`src/v3alu_pkg.sv`:
```
// shared types, opcodes and saturation helper for the vector alu
`default_nettype none

package v3alu_pkg;

    // field widths of the Q16.16 data path
    localparam int DATA_W = 32;
    localparam int FRAC_W = 16;
    localparam int OP_W   = 4;
    localparam int ST_W   = 2;

    // wide intermediate, square-root radicand and quotient widths
    localparam int WIDE_W = 2*DATA_W + 2;
    localparam int RAD_W  = 2*DATA_W;
    localparam int QUOT_W = DATA_W + FRAC_W;

    // opcodes
    localparam logic [OP_W-1:0] OP_ADD   = 4'd0;
    localparam logic [OP_W-1:0] OP_SUB   = 4'd1;
    localparam logic [OP_W-1:0] OP_NEG   = 4'd2;
    localparam logic [OP_W-1:0] OP_SCALE = 4'd3;
    localparam logic [OP_W-1:0] OP_DIV   = 4'd4;
    localparam logic [OP_W-1:0] OP_DOT   = 4'd5;
    localparam logic [OP_W-1:0] OP_CROSS = 4'd6;
    localparam logic [OP_W-1:0] OP_LEN   = 4'd7;
    localparam logic [OP_W-1:0] OP_NORM  = 4'd8;

    // status codes
    localparam logic [ST_W-1:0] ST_OK   = 2'd0;
    localparam logic [ST_W-1:0] ST_SAT  = 2'd1;
    localparam logic [ST_W-1:0] ST_DIVZ = 2'd2;

    // saturation bounds in the wide domain
    localparam logic signed [WIDE_W-1:0] WIDE_MAX = WIDE_W'({1'b0, {(DATA_W-1){1'b1}}});
    localparam logic signed [WIDE_W-1:0] WIDE_MIN = ~WIDE_MAX;

    typedef struct packed {
        logic [OP_W-1:0]          req_type;
        logic signed [DATA_W-1:0] first_x;
        logic signed [DATA_W-1:0] first_y;
        logic signed [DATA_W-1:0] first_z;
        logic signed [DATA_W-1:0] first_w;
        logic signed [DATA_W-1:0] second_x;
        logic signed [DATA_W-1:0] second_y;
        logic signed [DATA_W-1:0] second_z;
        logic signed [DATA_W-1:0] second_w;
        logic signed [DATA_W-1:0] scale_factor;
    } req_t;

    typedef struct packed {
        logic signed [DATA_W-1:0] out_x;
        logic signed [DATA_W-1:0] out_y;
        logic signed [DATA_W-1:0] out_z;
        logic signed [DATA_W-1:0] out_w;
        logic signed [DATA_W-1:0] out_scalar;
        logic [ST_W-1:0]          status;
    } res_t;

    // saturated value with its overflow flag
    typedef struct packed {
        logic              sat;
        logic [DATA_W-1:0] val;
    } fit_t;

    // what one lane hands to the merge stage
    typedef struct packed {
        fit_t              elem;
        logic [DATA_W-1:0] mag;
        logic              neg;
    } lane_out_t;

    // clamp a wide signed value to the field range
    function automatic fit_t sat_fit(input logic signed [WIDE_W-1:0] v);
        fit_t f;
        if (v > WIDE_MAX)
        begin
            f.sat = 1'b1;
            f.val = WIDE_MAX[DATA_W-1:0];
        end
        else if (v < WIDE_MIN)
        begin
            f.sat = 1'b1;
            f.val = WIDE_MIN[DATA_W-1:0];
        end
        else
        begin
            f.sat = 1'b0;
            f.val = v[DATA_W-1:0];
        end
        return f;
    endfunction

endpackage

`default_nettype wire

```
`src/v3alu_sqrt.sv`:
```
// pipelined floor square root, one result bit per stage
`default_nettype none

module v3alu_sqrt
    import v3alu_pkg::*;
(
    input  wire logic             clk,
    input  wire logic [RAD_W-1:0] rad,
    output logic [DATA_W-1:0]     root
);

    localparam int TRY_W = RAD_W + 1;

    logic [TRY_W-1:0]  rem_reg  [DATA_W-1];
    logic [DATA_W-1:0] root_reg [DATA_W];

    for (genvar k = 0; k < DATA_W; k++)
    begin : g_step
        localparam int BIT_POS = DATA_W - 1 - k;

        logic [TRY_W-1:0]  rem_in;
        logic [TRY_W-1:0]  trial;
        logic [TRY_W-1:0]  rem_next;
        logic [DATA_W-1:0] root_in;
        logic [DATA_W-1:0] root_next;

        if (k == 0)
        begin : g_first
            assign rem_in  = TRY_W'(rad);
            assign root_in = '0;
        end
        else
        begin : g_rest
            assign rem_in  = rem_reg[k-1];
            assign root_in = root_reg[k-1];
        end

        // try setting this root bit: remainder minus (2*root + bit) * bit
        always_comb
        begin
            trial = (TRY_W'(root_in) << (BIT_POS + 1)) | (TRY_W'(1) << (2*BIT_POS));
            if (rem_in >= trial)
            begin
                rem_next  = rem_in - trial;
                root_next = root_in | (DATA_W'(1) << BIT_POS);
            end
            else
            begin
                rem_next  = rem_in;
                root_next = root_in;
            end
        end

        always_ff @(posedge clk)
        begin
            root_reg[k] <= root_next;
        end

        if (k < DATA_W - 1)
        begin : g_rem
            always_ff @(posedge clk)
            begin
                rem_reg[k] <= rem_next;
            end
        end
    end

    assign root = root_reg[DATA_W-1];

endmodule

`default_nettype wire

```
`config.mk`:
```
export PLATFORM = sky130hd
export DESIGN_NAME = v3alu_sqrt
export DESIGN_NICKNAME = d
export VERILOG_FILES = /design/src/v3alu_pkg.sv /design/src/v3alu_sqrt.sv
export SDC_FILE = /design/constraint.sdc
export NUM_CORES = 2
export LEC_CHECK = 0
export BUFFER_PORTS_ARGS = -buffer_cell sky130_fd_sc_hd__buf_2
export CAP_MARGIN = 20
export CORE_MARGIN = 2
export CORE_UTILIZATION = 55
export CTS_BUF_LIST = sky130_fd_sc_hd__clkbuf_4
export CTS_CLUSTER_DIAMETER = 200
export DETAILED_ROUTE_END_ITERATION = 12
export GPL_ROUTABILITY_DRIVEN = 0
export MAX_ROUTING_LAYER = met4
export PLACE_DENSITY = 0.77
export SETUP_SLACK_MARGIN = 0.5
export SLEW_MARGIN = 20
export SYNTH_ARGS = -nofsm -noshare
export SYNTH_HDL_FRONTEND = slang
export SYNTH_SLANG_ARGS = --single-unit
```
`constraint.sdc`:
```
create_clock -name clk -period 3.23 [get_ports clk]
set_input_delay 0.1615 -clock clk [delete_from_list [all_inputs] [get_ports clk]]
set_output_delay 0.1615 -clock clk [all_outputs]
set_load 0.02 [all_outputs]
```
Word-level counts from Yosys, hierarchy flattened
Memory sizes are Yosys's and may differ from the RTL's.
Cells that the tools add are included.
{"block": "word_totals", "inputBits": 65, "word_cells": 128, "n_memories": 2, "mem_bits_rw": 3039, "reg_bits": 0}
{"name": "rem_reg", "depth": 31, "width": 65, "rd": 31, "rd_clocked_by_memory_dff": 0, "wr": 31, "line_no": "v3alu_sqrt.sv:14", "rtl": "logic [TRY_W-1:0] rem_reg [DATA_W-1];"}
{"name": "root_reg", "depth": 32, "width": 32, "rd": 32, "rd_clocked_by_memory_dff": 0, "wr": 32, "line_no": "v3alu_sqrt.sv:15", "rtl": "logic [DATA_W-1:0] root_reg [DATA_W];"}
{"block": "classes", "n_mux": 63, "order_cmp": 32, "add_sub_neg": 31}
{"operator": "$mux W65", "count": 31}
{"operator": "$ge A65 B33 Y1", "count": 1}
{"operator": "$ge A65 B34 Y1", "count": 1}
{"operator": "$ge A65 B35 Y1", "count": 1}
{"operator": "$ge A65 B36 Y1", "count": 1}
{"operator": "$ge A65 B37 Y1", "count": 1}
{"operator": "$ge A65 B38 Y1", "count": 1}
{"operator": "$ge A65 B39 Y1", "count": 1}
{"operator": "$ge A65 B40 Y1", "count": 1}
{"operator": "$ge A65 B41 Y1", "count": 1}
{"operator": "$ge A65 B42 Y1", "count": 1}
{"operator": "$ge A65 B43 Y1", "count": 1}
{"operator": "$ge A65 B44 Y1", "count": 1}
{"operator": "$ge A65 B45 Y1", "count": 1}
{"operator": "$ge A65 B46 Y1", "count": 1}
{"operator": "$ge A65 B47 Y1", "count": 1}
{"operator": "$ge A65 B48 Y1", "count": 1}
{"operator": "$ge A65 B49 Y1", "count": 1}
{"operator": "$ge A65 B50 Y1", "count": 1}
{"operator": "$ge A65 B51 Y1", "count": 1}
{"operator": "$ge A65 B52 Y1", "count": 1}
{"operator": "$ge A65 B53 Y1", "count": 1}
{"operator": "$ge A65 B54 Y1", "count": 1}
{"operator": "$ge A65 B55 Y1", "count": 1}
{"operator": "72 further kinds", "count": 72}

Logic depth before layout (Yosys ltp)
An unclocked memory read counts as a cell.
{"block": "logic_depth", "word_depth": 3, "ltp_mapped": 16}

Worst setup path before layout
Ideal clock, no wire load.
{"block": "synth_timing", "kind": "reg-to-reg", "from": "mem rem_reg[12][122] in the netlist's numbering", "to": "mem rem_reg[13][55] in the netlist's numbering", "t_arrival_ns": 3.231, "t_required_ns": 3.096, "setup_slack_ns": -0.135, "path_stages_with_launch": 12, "cell_sequence": "dfxtp_1 or4_1 or4b_4 or4_1 a2111oi_0 o21a_1 o31ai_4 nor3b_1 o211a_1 buf_2 nor4bb_1 xor2_1"}
{"item": "from (decl)", "line_no": "v3alu_sqrt.sv:14"}

==> impl_summary.txt <==
----------------------------------------------------
[Worst setup path]
  Data required time of the worst path ... 4.58 ns
  Delay contributed by the slowest stage of the critical path ... 0.53 ns
  Crit path arrival time ... 4.62 ns
  Capturing element type of the critical path ... flip-flop
  CP Max Fanout ... 10
  CP Launch Type ... flip-flop
  Cell-by-cell listing of the critical path ... inv_1 -> ha_4 -> nand4_1 -> a21oi_1 -> o21ai_2 -> nand2_2 -> a21oi_4 -> o31a_1 -> buf_4 -> o21a_4 -> or4_4 -> buf_12 -> nor3_4 -> xor2_1
  Type of the setup path with the least slack ... flip-flop to flip-flop
  Cell count of the worst reg-to-reg path ... 14
  Crit-path slowest cell ... sky130_fd_sc_hd__or4_4

[Logic synthesis]
  Number of different library cells in the post-synthesis netlist ... 85
  Number of standard cells after synthesis ... 9672
  Prevailing post-synth register cell ... sky130_fd_sc_hd__dfxtp_1
  Average cell area after synthesis ... 9.953 sq um
  Total number of yosys warnings ... 0
  Seq/Total Area, Yosys ... 0.5289
  Synthesis-stage register bit count ... 2543
  Mapped Nets ... 10295
  Ys async rst share ... 0
  Count of flip-flops with a built-in enable after synthesis ... 0
  Syn Std Cell Area ... 0.09626 sq mm

[Clock network]
  Buffer cell driving the clock tree root ... sky130_fd_sc_hd__clkbuf_4
  Bufs on Longest Clock Path ... 4
  Clock insertion delay at the later pin of the skew report ... 1.41 ns
  TritonCTS Sinks ... 2543
  H-Tree Depth ... 6
  Register clock-pin slew on the reported worst setup and hold paths ... 0.10 ns
  CTS tree ... built
  Inserted Clock Buffers ... 626

[Floorplan]
  Site row count ... 153
  Initial Util ... 0.5538
  Vertical extent of the die ... 422.4 microns
  Die width ... 422.4 microns
  Top-level I/O count ... 97
  Placeable core region ... 0.1738 sq mm
  Full die area ... 0.1784 sq mm

[Timing]
  Transition at the pin with the smallest max-transition slack ... 1.024 ns
  Final WS setup ... -0.04482 ns
  Clock Skews ... 0.1295 ns
  F_max ... 305.4 MHz
  Unrepaired setup endpoints after global routing ... yes
  Relative slew slack ... 0.3119
  Final number of setup-violating endpoints ... 12
  Post-Route Setup TNS ... -0.2753 ns
  Final Hold Violating Endpoints ... 0
  Minimum period implied by the final worst setup slack ... 3.275 ns
  Share of the clock period used by the worst path ... 1.014
  Final-report max-slew violation count ... 0
  Hold Slack ... 0.2045 ns

[Cells and area]
  Area growth from synthesis to final layout ... 25.48%
  Share of final-layout standard cells stronger than drive strength 1 ... 0.2511
  Layout Nets ... 11652
  Max reg flops ... 2015
  FILL cells ... 11531

[Run status]
  Result of the run ... complete, but fails checks
  Failing checks ... negative setup slack

[Job]
  Max cap viols ... 0

[GRT]
  Overflow left after global routing ... 0
  Number of global-route vias before repair ... 79590
  Wire length of the first global-routing pass ... 414.9 mm
  All-Layer GR Usage ... 0.2976
  Initial antenna violation count ... 20
  Pin count of the biggest net entering global routing ... 52

[Routing]
  Via count ... 80032
  Routed wire length ... 285.9 mm
  Detailed router's first-iteration violation count ... 7090
  Residual DRC ... 0
  Post-DR vias/cell ... 5.803
  TritonRoute pass-1 iters ... 9
  WL/cell ... 20.73 microns
  Post-DRT Antenna Nets ... 0

[Placement]
  Post-DP HPWL ... 183.9 mm
  Buffers on Ports ... 96

[Power and ir drop]
  Maximum VDD drop ... 0.7436 mV
  Total power divided by cell area ... 829.7 mW/mm^2
  Leakage power total ... 54.46 nW
  Design Power ... 100.2 mW

[Min path]
  Tightest Hold Check Type ... primary input to flip-flop
  Cell depth of the worst hold path ... 5

----------------------------------------------------
-- kinds of logic after synthesis --
family	Yosys count	share of synthesized area
and+or+nand+nor	2886	0.1555
DFF	2543	0.5289
AOI/OAI and AO/OA	1815	0.1165
xor gates and xnor gates	915	0.08325
buffers and inverters	875	0.03420
adders and majority gates	558	0.07253
muxes	80	0.009216
-- metal layers --
layer / global-route usage / up-vias / part of all wire
met3: 0.06181 / 1140 / 0.078
li1: - / 36817 / -
met4: 0.1510 / 0 / 0.054
met1: 0.3320 / 38061 / 0.37
met2: 0.5035 / 4014 / 0.49
met5: - / - / 0
-- per-stage QoR --
step | cells | area (sq um) | utilization | worst slack [ns]
detailed placement | 12280 | 103200 | 0.5939 | -0.2295
CTS | 13619 | 116100 | 0.6678 | 0.04512
global route | 13791 | 120800 | 0.6949 | -0.1638
finish | 13792 | 120800 | 0.6949 | -0.04482
global placement | 12280 | 103200 | 0.5939 | -0.2141
floorplan | 9672 | 97850 | - | 0.1202
-- timing repair --
| action | in CTS | in global routing |
|---|---|---|
| hold buffers | 191 | 0 |
| gates cloned | 5 | 5 |
| pin swaps | 174 | 264 |
| buffers inserted | 96 | 149 |
| gates resized for setup | 482 | 722 |
| endpoints found under the hold margin | 66 | 0 |
| endpoints found under the setup margin | 869 | 988 |
-- report_power, final --
| part | leakage (nW) | total, mW | internal (mW) | switching [mW] |
|---|---|---|---|---|
| Clock | 4.58 | 26.5 | 13.4 | 13.0 |
| Sequential | 21.3 | 45.9 | 38.4 | 7.58 |
| Combinational | 28.6 | 27.8 | 13.0 | 14.8 |
| Total | 54.5 | 100 | 64.8 | 35.5 |
-- area by class of cell --
type,count,area (sq um),share of cell area
Tap cell,2325,2909,0.02408
Inverter,679,2587,0.02142
Multi-Input combinational cell,6255,48880,0.4046
Clock buffer,881,6614,0.05475
Timing Repair inverter,2,22.52,0.0001864
Timing Repair Buffer,922,7647,0.06331
Sequential cell,2543,51100,0.4230
Clock inverter,166,992.2,0.008214
Antenna cell,19,47.55,0.0003936
-- worst paths after layout --
| kind | slack [ns] | from | to |
|---|---|---|---|
| max reg2reg | -0.04 | root_reg[29][7] | rem_reg[15][52] |
| max | -0.04 | root_reg[29][7] | rem_reg[15][52] |
| min reg2reg | 0.29 | root_reg[15][16] | root_reg[16][16] |
| min | 0.20 | rad[62] | rem_reg[0][62] |
-- worst max-delay path, delay by kind of cell, from the launching register on --
family                     cells  cell delay [ns]
AOI/OAI and AO/OA              5             1.08
and+or+nand+nor                4             0.98
DFF                            1             0.32
xor gates and xnor gates       1             0.17
buffers and inverters          3             0.40
adders and majority gates      1             0.28
-- layout by cell type, fill, tap and decap left out, drive strengths merged, types with 156 or more instances in the layout --
cell	count
nand2	664
clkbuf	883
nor4	347
nor3	295
nand3	156
a21o	232
nor2	583
dfxtp	2543
a21oi	554
ha	558
dlygate4sd3	191
inv	699
buf	726
xor2	421
o21ai	502
xnor2	494
-- cell usage after synthesis (all sizes together) (48+ instances only) --
| master | number | area share |
|---|---|---|
| ha | 558 | 0.073 |
| o21ai | 502 | 0.026 |
| a31oi | 48 | 0.0031 |
| inv | 678 | 0.026 |
| or4 | 66 | 0.0051 |
| xnor2 | 494 | 0.045 |
| o21a | 97 | 0.0076 |
| a21o | 232 | 0.018 |
| nand4 | 154 | 0.010 |
| nand3 | 156 | 0.0081 |
| nor4b | 58 | 0.0053 |
| nor2 | 583 | 0.023 |
| mux2 | 69 | 0.0081 |
| o31ai | 50 | 0.0040 |
| o21bai | 51 | 0.0040 |
| or3 | 82 | 0.0053 |
| xor2 | 421 | 0.038 |
| nor3 | 295 | 0.015 |
| clkbuf | 175 | 0.0068 |
| nand2 | 664 | 0.026 |
| dfxtp | 2543 | 0.53 |
| a21oi | 554 | 0.029 |
| nand2b | 134 | 0.0087 |
| nor4 | 347 | 0.023 |
| nor2b | 81 | 0.0053 |
No activity file was read; power rests on OpenSTA's default activity.
